File: src/rtl/lgsa_ram.sv
// Generic single write, single read RAM with registered read data.
module lgsa_ram #(
  parameter int WIDTH = 8,
  parameter int DEPTH = 16
) (
  input  logic                     clk,
  input  logic                     we,
  input  logic [$clog2(DEPTH)-1:0] waddr,
  input  logic [WIDTH-1:0]         wdata,
  input  logic [$clog2(DEPTH)-1:0] raddr,
  output logic [WIDTH-1:0]         rdata
);

  logic [WIDTH-1:0] mem [DEPTH];
  logic [WIDTH-1:0] rdata_r;

  always_ff @(posedge clk) begin
    if (we) begin
      mem[waddr] <= wdata;
    end
    rdata_r <= mem[raddr];
  end

  assign rdata = rdata_r;

endmodule

File: config.mk
export PLATFORM = sky130hd
export DESIGN_NAME = lgsa_ram
export DESIGN_NICKNAME = d
export VERILOG_FILES = /design/src/rtl/lgsa_ram.sv
export SDC_FILE = /design/constraint.sdc
export NUM_CORES = 1
export LEC_CHECK = 0
export ABC_AREA = 1
export CAP_MARGIN = 15
export CORE_AREA = 2 2 126 104
export DETAILED_ROUTE_END_ITERATION = 8
export DIE_AREA = 0 0 128 106
export DONT_BUFFER_PORTS = 1
export PLACE_DENSITY_LB_ADDON = 0.08
export SYNTH_ARGS = -nofsm -noshare
export SYNTH_HDL_FRONTEND = slang
export SYNTH_SLANG_ARGS = --single-unit
File: constraint.sdc
create_clock -name clk -period 3.52 [get_ports clk]
set_input_delay 0.704 -clock clk [delete_from_list [all_inputs] [get_ports clk]]
set_output_delay 0.704 -clock clk [all_outputs]
set_load 0.01 [all_outputs]
==> results of run 1 <==
==> worst max-delay path: cells and delay by family <==
family | cells | cell delay [ns]
buffers and inverters | 2 | 0.76
AND/OR/NAND/NOR | 5 | 0.53
==> logic make-up (layout without fill, tap and decap cells) <==
| group | after synthesis | count (layout) |
|---|---|---|
| DFF | 136 | 136 |
| and+or+nand+nor | 289 | 289 |
| buffers and inverters | 126 | 136 |
==> stage by stage <==
step                      power [uW]  instance area [um^2]  cells   util
after floorplan                 1990                  5770    551      -
after global placement          2000                  5810    685  0.468
after detailed placement        2000                  5810    685  0.468
after CTS                       3820                  6420    717  0.518
after global routing            3920                  6420    717  0.518
final                           3800                  6420    717  0.518
==> Yosys cell counts <==
cell type | number | share of area
edfxtp_1 | 128 | 0.67
buf_2 | 13 | 0.011
inv_1 | 100 | 0.065
inv_2 | 2 | 0.0013
buf_1 | 1 | 0.00065
buf_4 | 4 | 0.0052
dfxtp_1 | 8 | 0.028
nand2_1 | 173 | 0.11
buf_6 | 6 | 0.012
nand3_1 | 97 | 0.084
nand3b_1 | 2 | 0.0026
nor2_1 | 17 | 0.011
==> cell usage in the layout (no fill, tap or decap), types with 2 or more instances in the layout <==
| cell type | synthesis | routed |
|---|---|---|
| clkbuf_16 | 0 | 17 |
| nand3b_1 | 2 | 2 |
| clkinvlp_4 | 0 | 2 |
| inv_1 | 100 | 100 |
| dfxtp_1 | 8 | 8 |
| buf_4 | 4 | 2 |
| inv_2 | 2 | 2 |
| clkinv_4 | 0 | 2 |
| nand3_1 | 97 | 97 |
| nand2_1 | 173 | 173 |
| clkinv_2 | 0 | 5 |
| bufinv_16 | 0 | 4 |
| nor2_1 | 17 | 17 |
| edfxtp_1 | 128 | 128 |
==> flip-flops by register name (all words and copies together), names as in the netlist <==
| signal | cells |
|---|---|
| mem | 128 |
| rdata | 8 |
==> final cells by class <==
| class | instances | area, um^2 |
|---|---|---|
| Multi-Input combinational cell | 289 | 1210 |
| Sequential cell | 136 | 4000 |
| Inverter | 102 | 383 |
| Fill cell | 1103 | 5990 |
| Tap cell | 156 | 195 |
| Clock inverter | 14 | 181 |
| Timing Repair Buffer | 2 | 15.0 |
| Clock buffer | 18 | 429 |
==> how the worst max path moves through the flow <==
| stage | start | end | slack [ns] |
|---|---|---|---|
| after floorplan | waddr[2] | mem[10][0]$_DFFE_PP_ | 1.87 |
| after global routing | raddr[0] | rdata[4]$_DFF_P_ | 1.68 |
| final | raddr[0] | rdata[5]$_DFF_P_ | 1.79 |
| after global placement | raddr[0] | rdata[5]$_DFF_P_ | 1.35 |
| after CTS | raddr[0] | rdata[5]$_DFF_P_ | 1.80 |
| after detailed placement | raddr[0] | rdata[5]$_DFF_P_ | 1.35 |
==> power groups by stage <==
stage	clock (uW)	sequential (uW)	combinational, uW
final	1840	1830	139
after global routing	1930	1830	158
after CTS	1850	1830	139
after detailed placement	0	1860	138
after global placement	0	1860	138
after floorplan	0	1860	128
==> routing by layer <==
metal | track usage | up-vias | wire [um]
li1 | - | 1766 | -
met1 | 0.326 | 1744 | 6470
met2 | 0.294 | 113 | 5710
met3 | 0.0584 | 10 | 833
met4 | 0.0636 | 0 | 104
met5 | 0 | - | 0
==> run_results.csv, run 1 <==
group,metric,value,unit
floorplanning,core.rowCount,37,
synth,netlist_area,5770,um^2
floorplanning,ios,26,
placement,dp_hpwl,8040,um
detailed_routing,firstDrtPassIters,5,
power_and_ir_drop,p_leak,0.00272,uW
detailed_routing,ant_nets,0,
clock_network,clockBufferDepth,2,
flow_run,drv_cap,0,
clock_network,clock_latency,0.41,ns
setup_path,crit_fanout,65,
power_and_ir_drop,power_frac_comb,0.036,
timing,fmax,579,MHz
power_and_ir_drop,pwr-share-seq,0.481,
floorplanning,core,12400,um^2
timing,skew,0.00411,ns
setup_path,r2r_slack,2.43,ns
synth,seq_area_frac_synth,0.694,
timing,period_needed,1.73,ns
power_and_ir_drop,powerDensity,592,nW/um^2
worst_hold_path,hold_path_end,"mem[9][4]$_DFFE_PP_",
cells_and_area,drive_above_1_share,0.0606,
setup_path,cp_cell_sequence,"inv_2, buf_4, nand2_1, nand3_1, nand3_1, nand3_1, nand2_1",
setup_path,slowest_stage,"inv_2",
synth,synth_xor_area_frac,0,
synth,synth_adder_area_share,0,
setup_path,crit_arrival,2.03,ns
setup_path,reg2reg_to,"rdata[3]$_DFF_P_",
setup_path,crit_type,"in -> reg",
clock_network,cts_tree,"built",
power_and_ir_drop,p_sw,772,uW
synth,synth_top_family_by_area,"simple AND/OR/NAND/NOR gates",
setup_path,required,3.82,ns
cells_and_area,n_antenna_cell,0,
detailed_routing,drc,0,
setup_path,reg2regPathDepth,6,
timing,hold_viol_final,0,
worst_hold_path,min_path_type,"in -> reg",
floorplanning,initial_utilization,0.465,
cells_and_area,syn_to_final_growth,11.3,%
synth,syn_nets,569,
power_and_ir_drop,p_clk_frac,0.483,
clock_network,postCtsHoldBufs,0,
setup_path,reg2reg_from,"mem[0][3]$_DFFE_PP_",
timing,worst_pin_slew,0.917,ns
global_route,antenna_found_initial,0,
synth,synth_compound_area_frac,0,
timing,fin_setup_tns,0,ns
clock_network,cts.sinks,136,
detailed_routing,viasPerCell,5.07,
power_and_ir_drop,switching_share,0.203,
clock_network,clk_pin_slew,0.06,ns
worst_hold_path,hp-start,"wdata[4]",
placement,portBuffers,0,
clock_network,htreeDepth,4,
synth,syn_inst,551,
setup_path,cpMostUsedCell,"nand3_1",
synth,synth_seq_cells,136,
synth,synthSimpleGateAreaFrac,0.210,
clock_network,cts_resized,0,
power_and_ir_drop,intPower,3030,uW
synth,syn_avg_cell_area,10.5,um^2
clock_network,ctsRootBufferMaster,"clkbuf_16",
setup_path,cp_slowest_stage_delay,0.43,ns
worst_hold_path,hold_path_depth,0,
global_route,grt_max_degree,66,
setup_path,endpoint_kind,"register",
timing,setup_viol,0,
floorplanning,die_y,106,um
timing,hold_ws,0.382,ns
global_route,track_usage,0.212,
setup_path,start_kind,"input pin",
global_route,overflow,0,
power_and_ir_drop,vdd_drop_max,0.361,mV
clock_network,post_cts_buffers,0,
floorplanning,dieArea,13600,um^2
synth,synthMuxAreaShare,0,
clock_network,cts_buffers,17,
timing,drv_slew,0,
placement,gp_congestion,0.776,
timing,min_period_over_period,0.490,
floorplanning,fp.dieW,128,um
detailed_routing,drt-total-wl,13100,um
timing,slew_headroom,0.387,
global_route,grt_pass1_wl,20500,um
placement,dp_slack,1.35,ns
synth,yosysWarningCount,0,
cells_and_area,nets,566,
detailed_routing,vias,3633,
synth,synth_cell_type_count,12,
timing,worst_slack,1.79,ns
detailed_routing,routedWlPerCell,18.3,um
timing,rsz0062_at_grt,"false",
detailed_routing,drt_iter0_markers,329,
global_route,grt_pass1_vias,3431,
run_status,status,"finished, final reports clean",
No activity file was read; power rests on OpenSTA's default activity.
==> inputs of run 2 (changes only) <==
Settings changed: ABC_AREA 1 to 0, CORE_AREA 2 2 126 104 to 2 2 119 98, DIE_AREA 0 0 128 106 to 0 0 121 100.
Clock period 3.52 ns to 1.4 ns, I/O delays scaled along.
==> run 2 against run 1 <==
- critical path depth shrank 4
- global-route usage down 3.6 points
- core utilization up 3.7 points
- critical path type is now reg -> reg
==> run_results.csv, run 2 <==
group,metric,value,unit
synth,yosysWarningCount,0,
power_and_ir_drop,powerDensity,1520,nW/um^2
timing,rsz0062_at_grt,"false",
setup_path,reg2reg_from,"mem[11][6]$_DFFE_PP_",
synth,synthFlopType,"edfxtp_1",
timing,slew_headroom,0.454,
power_and_ir_drop,vdd_drop_max,0.868,mV
timing,fmax,738,MHz
clock_network,ctsRootBufferMaster,"clkbuf_16",
detailed_routing,ant_nets,0,
setup_path,crit_type,"reg -> reg",
placement,gp_congestion,0.738,
detailed_routing,routedWlPerCell,22.9,um
cells_and_area,largest_reg_flops,128,
flow_run,drv_cap,0,
floorplanning,fp.dieW,121,um
floorplanning,core,11100,um^2
placement,portBuffers,0,
clock_network,cts.sinks,136,
synth,synth_largest_area_cell,"edfxtp_1",
placement,dp_slack,-0.0139,ns
timing,worst_pin_slew,0.818,ns
setup_path,r2r_slack,0.04,ns
timing,drv_slew,0,
power_and_ir_drop,p_leak,0.00202,uW
synth,netlist_area,5150,um^2
clock_network,clockBufferDepth,2,
timing,fin_setup_tns,0,ns
setup_path,endpoint_kind,"register",
clock_network,cts_tree,"built",
floorplanning,dieArea,12100,um^2
global_route,grt_pass1_wl,14800,um
synth,synth_seq_cells,136,
synth,synth_cell_type_count,19,
setup_path,critPathCapture,"rdata[6]$_DFF_P_",
cells_and_area,final_common_cell,"edfxtp_1",
power_and_ir_drop,power,9350,uW
cells_and_area,fillCellCount,831,
timing,setup_viol,0,
placement,placed_area,5450,um^2
synth,syn_avg_cell_area,22.5,um^2
detailed_routing,drc,0,
clock_network,htreeDepth,4,
placement,dp_hpwl,6220,um
cells_and_area,registers.top_by_ff_count,"mem",
synth,synth_edf_count,128,
timing,period_needed,1.36,ns
floorplanning,initial_utilization,0.465,
synth,syn_inst,229,
floorplanning,ios,26,
timing,hold_viol_final,0,
cells_and_area,n_antenna_cell,0,
global_route,grt_pass1_vias,2576,
synth,synthTopCellsByCount,"edfxtp_1, mux4_2, a22oi_1, mux4_1, nor2_1",
setup_path,reg2reg_to,"rdata[6]$_DFF_P_",
clock_network,clock_latency,0.40,ns
synth,seq_area_frac_synth,0.778,
synth,syn_nets,247,
setup_path,crit_fanout,1,
cells_and_area,drive_above_1_share,0.247,
clock_network,clk_pin_slew,0.05,ns
global_route,track_usage,0.176,
setup_path,crit_arrival,1.61,ns
cells_and_area,post-route-cell-area,6140,um^2
synth,synth_top_cell_area_share,0.747,
worst_hold_path,min_path_type,"in -> reg",
clock_network,cts_buffers,17,
setup_path,reg2regPathDepth,3,
global_route,grt_max_degree,33,
detailed_routing,vias,2328,
floorplanning,core.rowCount,35,
global_route,antenna_found_initial,0,
cells_and_area,nets,280,
synth,post-synth-top-count-cell,"edfxtp_1",
setup_path,crit_start,"mem[11][6]$_DFFE_PP_",
global_route,overflow,0,
synth,synth_area_leaders,"edfxtp_1, mux4_2, mux4_1",
cells_and_area,layout_common_cells,"edfxtp_1, mux4_2, clkbuf_16",
setup_path,start_kind,"register",
detailed_routing,viasPerCell,5.50,
run_status,status,"finished, final reports clean",
detailed_routing,drt-total-wl,9690,um
synth,synthArstFlopShare,0,
floorplanning,die_y,100,um
cells_and_area,syn_to_final_growth,19.3,%
detailed_routing,firstDrtPassIters,4,
detailed_routing,drt_iter0_markers,253,
timing,worst_slack,0.0443,ns
setup_path,required,1.66,ns
timing,min_period_over_period,0.968,
clock_network,post_cts_buffers,0,
timing,skew,0.00832,ns
==> run 2: changes by cell type after synthesis, moves of 4 or more <==
| cell | change |
|---|---|
| a22oi_1 | +16 |
| buf_2 | -10 |
| inv_1 | -100 |
| mux4_1 | +14 |
| mux4_2 | +18 |
| nand2_1 | -164 |
| nand3_1 | -96 |
| nor2_1 | -4 |
| nor3_1 | +4 |
==> run 2: logic make-up (layout without fill, tap and decap cells) <==
group / Yosys count / after routing / synth area share
AO/OA/AOI/OAI: 16 / 16 / 0.0233
buffers and inverters: 10 / 56 / 0.0168
flip-flops: 136 / 136 / 0.778
multiplexers: 32 / 32 / 0.150
AND/OR/NAND/NOR: 35 / 35 / 0.0318
==> run 2: how the worst min path moves through the flow <==
| stage | start | end | slack [ns] | cells past startpoint |
|---|---|---|---|---|
| final | raddr[1] | rdata[7]$_DFF_P_ | 0.18 | 3 |
| after global routing | waddr[1] | mem[0][1]$_DFFE_PP_ | 0.18 | 2 |
| after CTS | raddr[1] | rdata[5]$_DFF_P_ | 0.16 | 3 |
| after detailed placement | wdata[0] | mem[12][0]$_DFFE_PP_ | 0.38 | 0 |
| after global placement | wdata[0] | mem[12][0]$_DFFE_PP_ | 0.38 | 0 |
| after floorplan | wdata[0] | mem[0][0]$_DFFE_PP_ | 0.38 | 0 |
==> run 2: per-layer routing <==
metal | vias up | track usage | share of wire
li1 | 1041 | - | -
met1 | 1219 | 0.229 | 0.44
met2 | 56 | 0.279 | 0.50
met3 | 12 | 0.0625 | 0.048
met4 | 0 | 0.0617 | 0.0088
met5 | - | 0 | 0
==> run 2: final cells by class <==
class / instances / area, um^2 / area share
Tap cell: 148 / 185 / 0.0302
Sequential cell: 136 / 4000 / 0.652
Multi-Input combinational cell: 83 / 1110 / 0.181
Timing Repair Buffer: 24 / 250 / 0.0408
Clock buffer: 19 / 433 / 0.0705
Clock inverter: 13 / 159 / 0.0259
==> run 2: what timing repair did <==
action / in CTS / in global routing
setup endpoints to repair: 2 / 1
pin swaps: 0 / 1
gates resized for setup: 2 / 2
hold buffers: 8 / 0
endpoints found under the hold margin: 128 / 0
==> run 2: critical path, stage by stage (launching register included) <==
cell,delay (ns)
edfxtp_1,0.37
mux4_2,0.50
a22oi_2,0.20
nand2_1,0.14
==> run 2: power breakdown <==
part	switching [uW]	internal, uW
sequential	44.0	4560
clock	1490	2930
combinational	166	163
total	1700	7650
==> run 2: per-stage QoR <==
stage	cells	util	hold slack, ns
4_1_cts	423	0.553	0.157
2_1_floorplan	229	-	0.379
3_3_place_gp	383	0.492	0.380
6_report	423	0.554	0.177
5_1_grt	423	0.554	0.178
3_5_place_dp	383	0.492	0.380
==> inputs of run 3 (changes only) <==
Settings changed: ABC_AREA 0 to 1, CORE_AREA 2 2 119 98 to 2 2 126 104, DIE_AREA 0 0 121 100 to 0 0 128 106.
==> run 3 against run 2 <==
- combinational power rose by 44%
- critical path depth fell by 2
- clock-buffer cell count rose by 5
- clock power rose by 3%
- via count rose by 57%
- maximum frequency rose by 5.4%
- clock skew fell by 0.0019 ns
- flip-flop and latch count did not move
- largest cell class unchanged
- largest power group unchanged
- highest routed layer unchanged
==> run_results.csv, run 3 (same netlist as run 1, synthesis figures left out) <==
group,metric,value,unit
global_route,grt_pass1_vias,3528,
worst_hold_path,hold_path_end,"rdata[6]$_DFF_P_",
clock_network,cts_tree,"built",
cells_and_area,final_common_cell,"nand2_1",
timing,worst_pin_slew,0.854,ns
detailed_routing,vias,3650,
timing,min_period_over_period,0.919,
detailed_routing,firstDrtPassIters,5,
setup_path,reg2reg_to,"rdata[4]$_DFF_P_",
worst_hold_path,hold_path_depth,2,
timing,skew,0.00641,ns
global_route,track_usage,0.215,
global_route,grt_pass1_wl,20700,um
floorplanning,fp.dieW,128,um
setup_path,endpoint_kind,"register",
placement,dp_hpwl,8300,um
power_and_ir_drop,vdd_drop_max,0.968,mV
floorplanning,dieArea,13600,um^2
cells_and_area,nets,596,
setup_path,cp_cell_sequence,"dlygate4sd3_1",
cells_and_area,fin_util,0.540,
setup_path,crit_arrival,1.39,ns
run_status,status,"finished, final reports clean",
cells_and_area,fillCellCount,1091,
cells_and_area,n_antenna_cell,0,
global_route,antenna_found_initial,0,
setup_path,slowest_stage,"dlygate4sd3_1",
setup_path,cp_slowest_stage_delay,1.09,ns
placement,gp_congestion,0.796,
placement,placed_area,6010,um^2
cells_and_area,layout_common_cells,"nand2_1, edfxtp_1, inv_1",
power_and_ir_drop,intPower,7690,uW
clock_network,clock_latency,0.42,ns
clock_network,cts_buffers,17,
clock_network,clk_pin_slew,0.05,ns
clock_network,clockBufferDepth,2,
detailed_routing,drc,0,
clock_network,post_cts_buffers,0,
power_and_ir_drop,p_leak,0.00289,uW
timing,fin_setup_tns,0,ns
detailed_routing,drt-total-wl,13500,um
setup_path,start_kind,"input pin",
floorplanning,ios,26,
placement,portBuffers,0,
cells_and_area,post-route-cell-area,6710,um^2
power_and_ir_drop,switching_share,0.201,
global_route,grt_max_degree,66,
timing,period_needed,1.29,ns
floorplanning,core,12400,um^2
detailed_routing,drt_iter0_markers,373,
timing,hold_viol_final,0,
worst_hold_path,min_path_type,"in -> reg",
power_and_ir_drop,pwr-share-seq,0.478,
setup_path,required,1.50,ns
setup_path,crit_start,"wdata[6]",
clock_network,htreeDepth,4,
cells_and_area,largest_reg_flops,128,
timing,slew_headroom,0.429,
floorplanning,initial_utilization,0.465,
detailed_routing,viasPerCell,4.89,
power_and_ir_drop,powerDensity,1430,nW/um^2
setup_path,reg2regPathDepth,6,
flow_run,drv_cap,0,
timing,drv_slew,0,
floorplanning,die_y,106,um
timing,rsz0062_at_grt,"false",
clock_network,cts.sinks,136,
setup_path,crit_type,"in -> reg",
detailed_routing,routedWlPerCell,18.0,um
clock_network,ctsRootBufferMaster,"clkbuf_16",
cells_and_area,syn_to_final_growth,16.3,%
detailed_routing,ant_nets,0,
clock_network,postCtsHoldBufs,9,
setup_path,crit_fanout,16,
setup_path,reg2reg_from,"mem[2][4]$_DFFE_PP_",
setup_path,path_delay_family,"buffers and inverters",
power_and_ir_drop,p_clk_frac,0.473,
worst_hold_path,hp-start,"raddr[3]",
setup_path,r2r_slack,0.39,ns
clock_network,cts_resized,0,
global_route,overflow,0,
timing,fmax,777,MHz
power_and_ir_drop,p_sw,1930,uW
timing,setup_viol,0,
floorplanning,core.rowCount,37,
cells_and_area,drive_above_1_share,0.0914,
power_and_ir_drop,power_frac_comb,0.049,
cells_and_area,registers.top_by_ff_count,"mem",
setup_path,path_buf_inv,1,
## run 3: cell count changes in the layout (fill, tap and decap cells not counted), sizes merged, moves of 2 or more
cell    delta
a22oi     -16
nand3     +96
inv      +102
clkbuf     +5
nor2       +4
buf        +7
nand2    +164
clkinv     -4
nand2b     -2
mux4      -32
nor3       -4
## run 3: how the worst max path moves through the flow
stage	endpoint	slack, ns	cells past startpoint
2_1_floorplan	mem[10][0]$_DFFE_PP_	0.17	2
3_3_place_gp	rdata[4]$_DFF_P_	0.20	6
3_5_place_dp	rdata[0]$_DFF_P_	0.17	7
4_1_cts	mem[5][6]$_DFFE_PP_	0.07	1
5_1_grt	mem[5][6]$_DFFE_PP_	0.08	1
6_report	mem[5][6]$_DFFE_PP_	0.11	1
## run 3: area by class of cell
type / count / area, um^2 / share of cell area
Multi-Input combinational cell: 289 / 1210 / 0.181
Tap cell: 156 / 195 / 0.0291
Sequential cell: 136 / 4000 / 0.597
Timing Repair Buffer: 32 / 300 / 0.0448
Clock buffer: 24 / 492 / 0.0733
Inverter: 102 / 383 / 0.0571
Clock inverter: 8 / 118 / 0.0175
## run 3: worst reg2reg max path: stages, from the launching register on
cell	delay, ns
edfxtp_1	0.35
nand2_1	0.07
nand2_1	0.08
nand2_1	0.06
nand3_1	0.16
nand3_1	0.12
nand2_1	0.06
## run 3: power groups by stage
stage	combinational, uW	sequential, uW	clock (uW)
after floorplan	321	4670	0
after global placement	383	4680	0
after detailed placement	385	4690	0
after CTS	477	4600	4610
after global routing	530	4610	4780
final	471	4600	4550
## run 3: per-stage QoR
| step | hold WS [ns] | instances | power, uW | worst slack [ns] |
|---|---|---|---|---|
| after floorplan | 0.379 | 551 | 4990 | 0.169 |
| after global placement | 0.380 | 706 | 5070 | 0.198 |
| after detailed placement | 0.380 | 706 | 5070 | 0.170 |
| after CTS | 0.0253 | 747 | 9690 | 0.0691 |
| after global routing | 0.0288 | 747 | 9920 | 0.0774 |
| final | 0.0353 | 747 | 9620 | 0.114 |
## run 3: metal layers
layer | up-vias | global-route usage | part of all wire | routed length (um)
li1 | 1828 | - | - | -
met1 | 1734 | 0.314 | 0.50 | 6680
met3 | 10 | 0.0619 | 0.047 | 627
met2 | 78 | 0.312 | 0.45 | 6020
met4 | 0 | 0.0691 | 0.010 | 140
met5 | - | 0 | 0 | 0
