[config.mk]
export PLATFORM = sky130hd
export DESIGN_NAME = lgsa_ctrl
export DESIGN_NICKNAME = d
export VERILOG_FILES = /design/src/rtl/lgsa_pkg.sv /design/src/rtl/lgsa_ctrl.sv
export SDC_FILE = /design/constraint.sdc
export NUM_CORES = 1
export LEC_CHECK = 0
export BUFFER_PORTS_ARGS = -buffer_cell sky130_fd_sc_hd__buf_2
export CORE_MARGIN = 2
export CORE_UTILIZATION = 40
export DETAILED_ROUTE_END_ITERATION = 8
export SYNTH_ARGS = -nofsm -noshare
export SYNTH_HDL_FRONTEND = slang
export SYNTH_SLANG_ARGS = --single-unit
[constraint.sdc]
create_clock -name clk -period 5 [get_ports clk]
set_clock_uncertainty 0.2 [all_clocks]
set_input_delay 0.25 -clock clk [delete_from_list [all_inputs] [get_ports clk]]
set_output_delay 0.25 -clock clk [all_outputs]
set_load 0.01 [all_outputs]
[src/rtl/lgsa_pkg.sv]
// Shared types and constants for the labeled graph adjacency store.
package lgsa_pkg;

  localparam int MaxVertices = 1024;
  localparam int MaxDegree   = 32;
  localparam int VidW        = 10;
  localparam int PosW        = 5;
  localparam int LenW        = 6;
  localparam int LabelW      = 16;
  localparam int FuncW       = 3;
  localparam int StatusW     = 3;
  localparam int VcountW     = 11;
  localparam int EcountW     = 15;
  localparam int BoundW      = 17;
  localparam int NbAddrW     = VidW + PosW;
  localparam int NbDepth     = MaxVertices * MaxDegree;

  localparam logic [FuncW-1:0] FnAddV = 3'd0;
  localparam logic [FuncW-1:0] FnRemV = 3'd1;
  localparam logic [FuncW-1:0] FnAddE = 3'd2;
  localparam logic [FuncW-1:0] FnRemE = 3'd3;
  localparam logic [FuncW-1:0] FnLook = 3'd4;

  localparam logic [StatusW-1:0] StDone = 3'd0;
  localparam logic [StatusW-1:0] StDup  = 3'd1;
  localparam logic [StatusW-1:0] StMiss = 3'd2;
  localparam logic [StatusW-1:0] StFull = 3'd3;
  localparam logic [StatusW-1:0] StOor  = 3'd4;

  typedef struct packed {
    logic              present;
    logic [LenW-1:0]   len;
    logic [LabelW-1:0] label;
  } vrec_t;

  typedef struct packed {
    logic [VidW-1:0]   id;
    logic [LabelW-1:0] elabel;
  } nrec_t;

  typedef struct packed {
    logic              we;
    logic [VidW-1:0]   waddr;
    vrec_t             wdata;
    logic [VidW-1:0]   raddr;
  } vreq_t;

  typedef struct packed {
    logic               we;
    logic [NbAddrW-1:0] waddr;
    nrec_t              wdata;
    logic [NbAddrW-1:0] raddr;
  } nreq_t;

  typedef struct packed {
    logic [StatusW-1:0] status;
    logic [LabelW-1:0]  label_a;
    logic               a_exists;
    logic [LabelW-1:0]  label_b;
    logic               b_exists;
    logic [LabelW-1:0]  edge_label;
    logic               edge_found;
    logic [EcountW-1:0] edge_total;
    logic [VcountW-1:0] vertex_total;
    logic [BoundW-1:0]  vertex_label_bound;
    logic [BoundW-1:0]  edge_label_bound;
  } result_t;

endpackage

[src/rtl/lgsa_ctrl.sv]
// Operation sequencer: reads, shifts and writes back vertex records and adjacency lists.
module lgsa_ctrl (
  input  logic                          clk,
  input  logic                          rst_n,
  input  logic                          in_valid,
  output logic                          in_stall,
  input  logic [lgsa_pkg::FuncW-1:0]    in_func,
  input  logic [lgsa_pkg::VidW-1:0]     in_vertex_a,
  input  logic [lgsa_pkg::VidW-1:0]     in_vertex_b,
  input  logic [lgsa_pkg::LabelW-1:0]   in_label,
  output lgsa_pkg::vreq_t               vreq,
  input  lgsa_pkg::vrec_t               vrd,
  output lgsa_pkg::nreq_t               nreq,
  input  lgsa_pkg::nrec_t               nrd,
  output logic                          res_valid,
  input  logic                          res_take,
  output lgsa_pkg::result_t             res
);
  import lgsa_pkg::*;

  typedef enum logic [4:0] {
    S_CLR, S_IDLE, S_RDA, S_RDB, S_EXEC, S_SRCH_RD, S_SRCH_CMP, S_SDONE,
    S_CHK_RD, S_CHK_CMP, S_INS_STEP, S_INS_WR, S_INS_PUT, S_ERS_STEP,
    S_ERS_WR, S_LEN_WR, S_BS_STEP, S_BS_CMP, S_RESP
  } state_t;

  typedef enum logic [1:0] {PH_CHKA, PH_CHKB, PH_MODA, PH_MODB} phase_t;

  state_t              state_r;
  phase_t              ph_r;
  logic [FuncW-1:0]    op_r;
  logic [VidW-1:0]     a_r, b_r, cur_r, key_r;
  logic [LabelW-1:0]   lab_r;
  vrec_t               reca_r, recb_r;
  logic [LenW-1:0]     len_r, i_r, pa_r;
  logic signed [6:0]   lo_r, hi_r;
  logic [VcountW-1:0]  vcount_r;
  logic [EcountW-1:0]  ecount_r;
  logic [BoundW-1:0]   vbound_r, ebound_r;
  logic [VcountW-1:0]  clr_r;
  logic [StatusW-1:0]  status_r;
  logic [LabelW-1:0]   la_r, lb_r, el_r;
  logic                ea_r, eb_r, ef_r;

  logic                range_ok;
  logic                a_new;
  logic                cap_bad;
  logic [LenW-1:0]     newlen;
  logic [LenW-1:0]     pa_inc;
  logic signed [6:0]   mid;
  logic [BoundW-1:0]   lab_inc;
  vrec_t               cur_rec;

  assign a_new    = {1'b0, a_r} >= vcount_r;
  assign range_ok = (op_r == FnAddV) ? ({1'b0, a_r} < VcountW'(MaxVertices))
                  : (!a_new && (op_r == FnRemV || {1'b0, b_r} < vcount_r));
  assign cap_bad  = ((a_r == b_r) && (7'(reca_r.len) + 7'd2 > 7'(MaxDegree)))
                 || (7'(reca_r.len) + 7'd1 > 7'(MaxDegree))
                 || (7'(recb_r.len) + 7'd1 > 7'(MaxDegree));
  assign newlen   = (op_r == FnAddE) ? len_r + LenW'(1) : len_r - LenW'(1);
  assign pa_inc   = pa_r + LenW'(1);
  assign mid      = (lo_r + hi_r) >>> 1;
  assign lab_inc  = BoundW'(lab_r) + BoundW'(1);
  assign cur_rec  = (ph_r == PH_MODA) ? reca_r : recb_r;

  always_comb begin
    vreq       = '0;
    vreq.raddr = (state_r == S_IDLE) ? in_vertex_a : b_r;
    vreq.waddr = a_r;
    vreq.wdata = reca_r;
    nreq       = '0;
    nreq.raddr = {cur_r, i_r[PosW-1:0]};
    nreq.waddr = {cur_r, i_r[PosW-1:0]};
    nreq.wdata = nrd;
    case (state_r)
      S_CLR: begin
        vreq.we    = 1'b1;
        vreq.waddr = clr_r[VidW-1:0];
        vreq.wdata = '0;
      end
      S_EXEC: begin
        if (op_r == FnAddV && range_ok && (a_new || !reca_r.present)) begin
          vreq.we    = 1'b1;
          vreq.wdata = '{present: 1'b1, len: reca_r.len, label: lab_r};
        end else if (op_r == FnRemV && range_ok) begin
          vreq.we    = 1'b1;
          vreq.wdata = '{present: 1'b0, len: '0, label: reca_r.label};
        end
      end
      S_CHK_RD:   nreq.raddr = {cur_r, pa_inc[PosW-1:0]};
      S_INS_STEP: nreq.raddr = {cur_r, 5'(i_r - LenW'(1))};
      S_INS_WR:   nreq.we = 1'b1;
      S_INS_PUT: begin
        nreq.we    = 1'b1;
        nreq.waddr = {cur_r, pa_r[PosW-1:0]};
        nreq.wdata = '{id: key_r, elabel: lab_r};
      end
      S_ERS_STEP: nreq.raddr = {cur_r, 5'(i_r + LenW'(1))};
      S_ERS_WR:   nreq.we = 1'b1;
      S_LEN_WR: begin
        vreq.we    = 1'b1;
        vreq.waddr = cur_r;
        vreq.wdata = '{present: cur_rec.present, len: newlen, label: cur_rec.label};
      end
      S_BS_STEP:  nreq.raddr = {cur_r, mid[PosW-1:0]};
      default: ;
    endcase
  end

  always_ff @(posedge clk) begin
    if (!rst_n) begin
      state_r  <= S_CLR;
      clr_r    <= '0;
      vcount_r <= '0;
      ecount_r <= '0;
      vbound_r <= '0;
      ebound_r <= '0;
      ph_r     <= PH_CHKA;
    end else begin
      case (state_r)
        S_CLR: begin
          clr_r <= clr_r + VcountW'(1);
          if (clr_r == VcountW'(MaxVertices - 1)) begin
            state_r <= S_IDLE;
          end
        end
        S_IDLE: begin
          if (in_valid) begin
            op_r     <= in_func;
            a_r      <= in_vertex_a;
            b_r      <= in_vertex_b;
            lab_r    <= in_label;
            status_r <= StDone;
            la_r     <= '0;
            lb_r     <= '0;
            el_r     <= '0;
            ea_r     <= 1'b0;
            eb_r     <= 1'b0;
            ef_r     <= 1'b0;
            state_r  <= S_RDA;
          end
        end
        S_RDA: begin
          reca_r  <= vrd;
          state_r <= S_RDB;
        end
        S_RDB: begin
          recb_r  <= vrd;
          state_r <= S_EXEC;
        end
        S_EXEC: begin
          state_r <= S_RESP;
          if (!(op_r inside {FnAddV, FnRemV, FnAddE, FnRemE, FnLook})) begin
            status_r <= StDone;
          end else if (!range_ok) begin
            status_r <= StOor;
          end else begin
            case (op_r)
              FnAddV: begin
                if (a_new) begin
                  vcount_r <= VcountW'(a_r) + VcountW'(1);
                end else if (reca_r.present) begin
                  status_r <= StDup;
                end
                if (lab_inc > vbound_r) begin
                  vbound_r <= lab_inc;
                end
              end
              FnAddE, FnRemE: begin
                ph_r    <= PH_CHKA;
                cur_r   <= a_r;
                key_r   <= b_r;
                len_r   <= reca_r.len;
                i_r     <= '0;
                state_r <= S_SRCH_RD;
              end
              FnLook: begin
                ea_r <= reca_r.present;
                eb_r <= recb_r.present;
                la_r <= reca_r.present ? reca_r.label : '0;
                lb_r <= recb_r.present ? recb_r.label : '0;
                el_r <= '1;
                lo_r <= '0;
                if (reca_r.len < recb_r.len) begin
                  cur_r <= a_r;
                  key_r <= b_r;
                  hi_r  <= $signed({1'b0, reca_r.len}) - 7'sd1;
                end else begin
                  cur_r <= b_r;
                  key_r <= a_r;
                  hi_r  <= $signed({1'b0, recb_r.len}) - 7'sd1;
                end
                state_r <= S_BS_STEP;
              end
              default: ;
            endcase
          end
        end
        S_SRCH_RD: begin
          if (i_r < len_r) begin
            state_r <= S_SRCH_CMP;
          end else begin
            ef_r    <= 1'b0;
            state_r <= S_SDONE;
          end
        end
        S_SRCH_CMP: begin
          if (nrd.id < key_r) begin
            i_r     <= i_r + LenW'(1);
            state_r <= S_SRCH_RD;
          end else begin
            ef_r    <= (nrd.id == key_r);
            state_r <= S_SDONE;
          end
        end
        S_SDONE: begin
          ef_r <= 1'b0;
          case (ph_r)
            PH_CHKA: begin
              pa_r <= i_r;
              if (op_r == FnAddE) begin
                if (ef_r) begin
                  status_r <= StDup;
                  state_r  <= S_RESP;
                end else if (cap_bad) begin
                  status_r <= StFull;
                  state_r  <= S_RESP;
                end else begin
                  ph_r    <= PH_MODA;
                  i_r     <= len_r;
                  state_r <= S_INS_STEP;
                end
              end else if (!ef_r) begin
                status_r <= StMiss;
                state_r  <= S_RESP;
              end else if (a_r == b_r) begin
                state_r <= S_CHK_RD;
              end else begin
                ph_r    <= PH_CHKB;
                cur_r   <= b_r;
                key_r   <= a_r;
                len_r   <= recb_r.len;
                i_r     <= '0;
                state_r <= S_SRCH_RD;
              end
            end
            PH_CHKB: begin
              if (ef_r) begin
                ph_r    <= PH_MODA;
                cur_r   <= a_r;
                key_r   <= b_r;
                len_r   <= reca_r.len;
                i_r     <= pa_r;
                state_r <= S_ERS_STEP;
              end else begin
                status_r <= StMiss;
                state_r  <= S_RESP;
              end
            end
            default: begin
              pa_r <= i_r;
              if (op_r == FnAddE) begin
                i_r     <= len_r;
                state_r <= S_INS_STEP;
              end else begin
                state_r <= S_ERS_STEP;
              end
            end
          endcase
        end
        S_CHK_RD: begin
          if (pa_inc < len_r) begin
            state_r <= S_CHK_CMP;
          end else begin
            status_r <= StMiss;
            state_r  <= S_RESP;
          end
        end
        S_CHK_CMP: begin
          if (nrd.id == a_r) begin
            ph_r    <= PH_MODA;
            i_r     <= pa_r;
            state_r <= S_ERS_STEP;
          end else begin
            status_r <= StMiss;
            state_r  <= S_RESP;
          end
        end
        S_INS_STEP: begin
          state_r <= (i_r > pa_r) ? S_INS_WR : S_INS_PUT;
        end
        S_INS_WR: begin
          i_r     <= i_r - LenW'(1);
          state_r <= S_INS_STEP;
        end
        S_INS_PUT: begin
          state_r <= S_LEN_WR;
        end
        S_ERS_STEP: begin
          state_r <= (i_r + LenW'(1) < len_r) ? S_ERS_WR : S_LEN_WR;
        end
        S_ERS_WR: begin
          i_r     <= i_r + LenW'(1);
          state_r <= S_ERS_STEP;
        end
        S_LEN_WR: begin
          if (cur_r == a_r) begin
            reca_r.len <= newlen;
          end
          if (cur_r == b_r) begin
            recb_r.len <= newlen;
          end
          if (ph_r == PH_MODA) begin
            ph_r    <= PH_MODB;
            cur_r   <= b_r;
            key_r   <= a_r;
            len_r   <= (a_r == b_r) ? newlen : recb_r.len;
            i_r     <= '0;
            state_r <= S_SRCH_RD;
          end else begin
            if (op_r == FnAddE) begin
              ecount_r <= ecount_r + EcountW'(1);
              if (lab_inc > ebound_r) begin
                ebound_r <= lab_inc;
              end
            end else begin
              ecount_r <= ecount_r - EcountW'(1);
            end
            state_r <= S_RESP;
          end
        end
        S_BS_STEP: begin
          state_r <= (lo_r <= hi_r) ? S_BS_CMP : S_RESP;
          hi_r    <= (lo_r <= hi_r) ? hi_r : hi_r;
          lo_r    <= lo_r;
          i_r     <= LenW'(mid);
        end
        S_BS_CMP: begin
          if (nrd.id < key_r) begin
            lo_r    <= $signed({1'b0, i_r}) + 7'sd1;
            state_r <= S_BS_STEP;
          end else if (nrd.id > key_r) begin
            hi_r    <= $signed({1'b0, i_r}) - 7'sd1;
            state_r <= S_BS_STEP;
          end else begin
            el_r    <= nrd.elabel;
            ef_r    <= 1'b1;
            state_r <= S_RESP;
          end
        end
        S_RESP: begin
          if (res_take) begin
            state_r <= S_IDLE;
          end
        end
        default: state_r <= S_IDLE;
      endcase
    end
  end

  assign in_stall  = (state_r != S_IDLE);
  assign res_valid = (state_r == S_RESP);

  always_comb begin
    res.status             = status_r;
    res.label_a            = la_r;
    res.a_exists           = ea_r;
    res.label_b            = lb_r;
    res.b_exists           = eb_r;
    res.edge_label         = el_r;
    res.edge_found         = (op_r == FnLook) && ef_r;
    res.edge_total         = ecount_r;
    res.vertex_total       = vcount_r;
    res.vertex_label_bound = vbound_r;
    res.edge_label_bound   = ebound_r;
  end

endmodule

==> results.json, run 1 <==
{
  "status": "completed",
  "drive_gt1_share_pct": 21.9,
  "combPwrFrac_pct": 3.4,
  "ys.flop_type": "edfxtp_1",
  "cts.path.max_buffers": 3,
  "final_antenna_net_count": 0,
  "holdWs_ns": 0.0647,
  "yosysTopAreaCell": "edfxtp_1",
  "gp_congestion": 0.930,
  "arrival_ns": 4.08,
  "hpwl_um": 41900,
  "chipWidth_um": 209,
  "fp.dieArea_um2": 43600,
  "utilization_pct": 49.9,
  "worstPathMaxFanout": 17,
  "slew_headroom_pct": 29.2,
  "ys_top_cells_by_area": "edfxtp_1 (34%), ha_1 (9.8%), dfxtp_1 (9.3%)",
  "powerDensity_nw_per_um2": 247,
  "clkPwrFrac_pct": 50.4,
  "p_switching_w": 0.00107,
  "io_buffer_count": 308,
  "finalHoldViolations": 0,
  "tritoncts": "built",
  "num-nets-final": 2328,
  "worst-setup-path-type": "flip-flop to primary output",
  "vias": 14891,
  "via_per_inst": 5.59,
  "grt-ovfl-total": 0,
  "initial_core_util_pct": 40.3,
  "clock-root-buffer": "clkbuf_16",
  "post_cts.resized_instances": 0,
  "timing.final.crit_share_pct": 90.7,
  "drt_iter0_drc": 1210,
  "drv_slew": 0,
  "synth_edf_count": 191,
  "htree_levels": 1,
  "internal_power_w": 0.00406,
  "sw_frac_of_total_pct": 20.9,
  "worstMarginPinSlew_ns": 1.05,
  "synth_cell_type_count": 72,
  "gr-usage-all-layers_pct": 24.9,
  "yosys_register_bits": 269,
  "crit_required_ns": 4.55,
  "numCtsBuffers": 31,
  "placementRows": 75,
  "numClockSinks": 269,
  "p_seq_share_pct": 46.2,
  "synth_cells": 1753,
  "grt_max_degree": 42,
  "async_reset_ff_share_pct": 0,
  "syn_to_final_growth_pct": 23.8,
  "syn_area_per_cell_um2": 9.58,
  "syn_nets": 1980,
  "clkLatencyLatePin_ns": 0.60,
  "ioPinCount": 309,
  "vdd_ir_drop_max_mv": 0.241,
  "fp.dieH_um": 209,
  "drt-pass1-iter-count": 7,
  "synth.yosys.seq_area_share_pct": 43.4,
  "period_needed_ns": 4.53,
  "end_kind": "primary output",
  "drc_errors": 0,
  "rsz0062_at_grt": "false",
  "wirelength_um": 56300,
  "antenna_found_initial": 2,
  "leakage_nw": 8.89,
  "clk_pin_slew_ns": 0.07,
  "setup_viol": 0,
  "grt_pass1_wl_um": 84700,
  "syn_area_um2": 16800,
  "core_um2": 41700,
  "final.setup.tns_ns": 0,
  "cts_post_setup_buffers_inserted": 0,
  "cp-start-kind": "flip-flop",
  "hold_path.class": "input port to flip-flop",
  "ys_warn_count": 0,
  "maxCapViolations": 0,
  "max_freq_ghz": 0.221,
  "first_global_vias": 14390,
  "synth_top_area_share_pct": 34.1,
  "wl_per_cell_um": 21.1,
  "finalPower_w": 0.00514
}
-- kinds of logic (layout without fill, tap and decap cells) --
group	count (synthesis)	after routing	share of synthesized area, %
simple gates	555	555	15.6
compound gates	386	386	14.9
flops	269	269	43.4
buf+inv	227	600	5.56
fa+ha+maj	135	135	10.2
xor+xnor	108	108	5.63
mux	73	73	4.69
other cells	0	1	0
-- layout by cell type (no fill, tap or decap), types with 48 or more instances in the layout --
| cell type | Yosys | routed |
|---|---|---|
| inv_1 | 120 | 120 |
| ha_1 | 132 | 132 |
| xor2_1 | 60 | 60 |
| xnor2_1 | 48 | 48 |
| nand2_1 | 175 | 175 |
| and3_1 | 51 | 51 |
| buf_2 | 8 | 308 |
| o21ai_0 | 97 | 97 |
| nor2_1 | 141 | 140 |
| edfxtp_1 | 191 | 191 |
| nand3_1 | 62 | 61 |
| a21oi_1 | 86 | 85 |
| dfxtp_1 | 78 | 78 |
| dlygate4sd3_1 | 0 | 79 |
-- cells in the mapped netlist, types with 5 or more instances --
cell type  count
a21oi_1       86
mux2i_1       27
buf_1          5
buf_2          8
a211oi_1      35
ha_1         132
a22oi_1       27
nand2_1      175
a31oi_1       13
edfxtp_1     191
nor4_1        15
nor3_1        19
o21bai_1       9
clkbuf_1      76
mux2_2        46
nand3_1       62
nor2_1       141
a21boi_0       6
dfxtp_1       78
xnor2_1       48
or3_1         12
buf_4         15
inv_1        120
o22ai_1        7
or2_2          6
and2_1        10
a221o_1        6
and3_1        51
xor2_1        60
o21a_1        16
a221oi_1       5
nand2b_1      16
nand4_1       18
nor2b_1       17
o21ai_0       97
a21o_1        29
o31ai_1       11
-- worst paths after layout --
| check | from | endpoint | slack [ns] | cells after the start |
|---|---|---|---|---|
| setup / recovery | a_r[0]$_DFFE_PP_ | vreq[25] | 0.47 | 12 |
| hold / removal | res_take | state_r[0]$_SDFFE_PN0P_ | 0.06 | 4 |
| setup reg to reg | lab_r[0]$_DFFE_PP_ | vbound_r[16]$_SDFFE_PN0P_ | 0.93 | 13 |
| hold reg to reg | ecount_r[4]$_SDFFE_PN0P_ | ecount_r[4]$_SDFFE_PN0P_ | 0.28 | 2 |
-- worst max-delay path, cell delays in order, from the launching register on --
cell	delay, ns
edfxtp_1	0.63
inv_1	0.15
ha_1	0.30
nand2b_1	0.10
a211oi_1	0.06
or3_1	0.35
a311o_1	0.44
and2_1	0.25
nor2_2	0.09
buf_4	0.24
o21a_1	0.54
o21ai_0	0.18
buf_2	0.17
-- sequential cells by signal, summed over array words and instances, names as in the netlist, 5 cells and up --
register and count:
el_r 16, lab_r 16, lb_r 16, recb_r 23
ecount_r 15, hi_r 7, key_r 10, ebound_r 17
clr_r 11, vcount_r 11, la_r 16, pa_r 6
cur_r 10, len_r 6, vbound_r 17, reca_r 23
lo_r 7, state_r 5, i_r 6, b_r 10
a_r 10
-- per-layer routing --
layer / GRT usage [%] / wire length [µm] / share of wire, % / vias to the layer above
met4: 9.41 / 2160 / 3.8 / 0
met3: 4.72 / 4060 / 7.2 / 132
met2: 40.4 / 26100 / 46 / 586
met1: 33.0 / 24000 / 43 / 7184
met5: 0 / 0 / 0 / -
li1: - / - / - / 6989
-- layout make-up --
cell class / instances / area [µm²]
antenna: 1 / 2.50
clock buffer: 34 / 787
clock inverter: 24 / 363
fill: 3943 / 20900
inverter: 121 / 454
multi-input combinational: 1257 / 8620
sequential: 269 / 7300
tap: 539 / 674
timing repair buffer: 421 / 2590
-- what timing repair did --
action,4_1_cts,5_1_grt
endpoints found under the hold margin,102,0
hold buffers,79,0
endpoints found under the setup margin,0,0
-- power by group through the flow --
stage	combinational [W]	sequential, W	clock [W]
after floorplan	0.0000484	0.00242	0
after global routing	0.000187	0.00237	0.00270
after CTS	0.000173	0.00237	0.00263
after global placement	0.000120	0.00242	0
after detailed placement	0.000122	0.00242	0
final	0.000175	0.00237	0.00259
-- stage by stage --
stage | std cells | setup WS (ns) | instance area [µm²]
final | 2666 | 0.465 | 20800
after CTS | 2665 | 0.431 | 20800
after detailed placement | 2528 | 1.01 | 18800
after global routing | 2666 | 0.185 | 20800
after global placement | 2528 | 1.08 | 18800
after floorplan | 1753 | 0.189 | 16800
Power figures use the tool's default switching activity.
==> run 2, diff against run 1 <==
- BUFFER_PORTS_ARGS: -buffer_cell sky130_fd_sc_hd__buf_2 -> -buffer_cell sky130_fd_sc_hd__buf_4
- GPL_TIMING_DRIVEN: unset -> 1
==> results.json, run 2 (synthesis results as in run 1) <==
{
  "drt_iter0_drc": 1194,
  "clkLatencyLatePin_ns": 0.56,
  "drv_slew": 0,
  "gr-usage-all-layers_pct": 25.8,
  "hold_path.class": "input port to flip-flop",
  "grt_max_degree": 45,
  "hpwl_um": 43100,
  "ioPinCount": 309,
  "drt-pass1-iter-count": 6,
  "reg_top3": "reca_r (23), recb_r (23)",
  "num-fill-cells": 3849,
  "cpLargestDelayFamily": "compound AO/OA/AOI/OAI gates",
  "period_needed_ns": 4.50,
  "powerDensity_nw_per_um2": 232,
  "maxCapViolations": 0,
  "final.setup.tns_ns": 0,
  "max_freq_ghz": 0.222,
  "placementRows": 75,
  "via_per_inst": 5.60,
  "leakage_nw": 9.00,
  "setup_viol": 0,
  "place_area_um2": 19600,
  "worstMarginPinSlew_ns": 1.07,
  "chipWidth_um": 209,
  "first_global_vias": 14414,
  "slew_headroom_pct": 27.7,
  "tritoncts": "built",
  "numCtsBuffers": 34,
  "rsz0062_at_grt": "false",
  "wirelength_um": 57700,
  "fp.dieH_um": 209,
  "end_kind": "primary output",
  "layout_commonest_cell": "buf_4",
  "finalHoldViolations": 0,
  "grt-ovfl-total": 0,
  "clk_pin_slew_ns": 0.06,
  "wl_per_cell_um": 21.6,
  "worstPathMaxFanout": 17,
  "worst-setup-path-type": "flip-flop to primary output",
  "cts_post_setup_buffers_inserted": 0,
  "vias": 14968,
  "clock-root-buffer": "clkbuf_16",
  "drive_gt1_share_pct": 21.6,
  "utilization_pct": 51.6,
  "crit_buf_inv": 3,
  "fp.dieArea_um2": 43600,
  "placed_cells": 2531,
  "drc_errors": 0,
  "numClockSinks": 269,
  "crit_chain": "inv_1 -> ha_1 -> nand2b_1 -> a211oi_1 -> or3_1 -> a311o_1 -> and2_1 -> nor2_2 -> buf_4 -> o21a_1 -> o21ai_0 -> buf_4",
  "initial_core_util_pct": 40.3,
  "status": "completed",
  "final_antenna_net_count": 0,
  "vdd_ir_drop_max_mv": 0.198,
  "crit_path_frequent_cell": "buf_4",
  "num-nets-final": 2334,
  "finalPower_w": 0.00499,
  "final_cell_area_um2": 21500,
  "crit_required_ns": 4.55,
  "arrival_ns": 4.05,
  "worst_path_largest_cell_delay_ns": 0.63,
  "cp-start-kind": "flip-flop",
  "io_buffer_count": 308,
  "syn_to_final_growth_pct": 28.0,
  "core_um2": 41700,
  "grt_pass1_wl_um": 86900,
  "cts.path.max_buffers": 3,
  "antenna_found_initial": 2,
  "gp_congestion": 0.924,
  "worst_path_max_delay_cell": "edfxtp_1",
  "instances_no_fill": 2671,
  "htree_levels": 2,
  "most-common-layout-cells": "buf_4 (345), edfxtp_1 (191), nand2_1 (175), nor2_1 (140), ha_1 (132)",
  "timing.final.crit_share_pct": 90.1
}
## run 2: cell types whose count changed in the layout (fill, tap and decap cells not counted), sizes merged
cell	previous run	this run
clkbuf	34	40
inv	122	124
clkinvlp	1	3
buf	342	345
bufinv	9	2
clkinv	13	12
## run 2: routing by layer
metal	routed length, µm	GRT usage, %	share of wire (%)
met5	0	0	0
met2	27300	42.8	47
met3	3860	4.63	6.7
met1	24500	34.1	43
met4	1980	8.67	3.4
## run 2: layout make-up
type | instances | area (µm²) | share of cell area (%)
Timing Repair Buffer | 424 | 3380 | 15.7
Antenna cell | 1 | 2.50 | 0.0116
Sequential cell | 269 | 7300 | 34.0
Clock buffer | 40 | 895 | 4.16
Inverter | 121 | 454 | 2.11
Tap cell | 539 | 674 | 3.14
Clock inverter | 20 | 168 | 0.780
Multi-Input combinational cell | 1257 | 8620 | 40.1
## run 2: through the flow
step | worst slack [ns] | hold WS (ns)
CTS | 0.477 | 0.0495
floorplan | 0.189 | 0.149
detailed placement | 0.829 | 0.229
global route | 0.205 | 0.0806
finish | 0.497 | 0.0919
global placement | 0.865 | 0.228
## run 2: path summary, 6_finish.rpt
| path | startpoint | end | slack (ns) | depth (start not counted) |
|---|---|---|---|---|
| worst max register to register | lab_r[0]$_DFFE_PP_ | ebound_r[9]$_SDFFE_PN0P_ | 0.79 | 14 |
| worst min register to register | ecount_r[6]$_SDFFE_PN0P_ | ecount_r[6]$_SDFFE_PN0P_ | 0.28 | 2 |
| worst min-delay path | res_take | state_r[0]$_SDFFE_PN0P_ | 0.09 | 4 |
| worst max-delay path | a_r[0]$_DFFE_PP_ | vreq[12] | 0.50 | 12 |
## run 2: worst min-delay path: stages
cell	delay, ns
buf_4	0.11
nand2b_1	0.26
nand3_1	0.14
a31oi_1	0.04
## run 2: report_power, final
group	internal, W	switching [W]	leakage, nW
Combinational	0.000120	0.0000849	6.10
Clock	0.00139	0.00102	0.508
Sequential	0.00237	0.00000250	2.39
## run 2: repair_timing
action	in CTS	in global routing
hold endpoints to repair	116	0
hold buffers	79	0
gates resized for setup	0	0
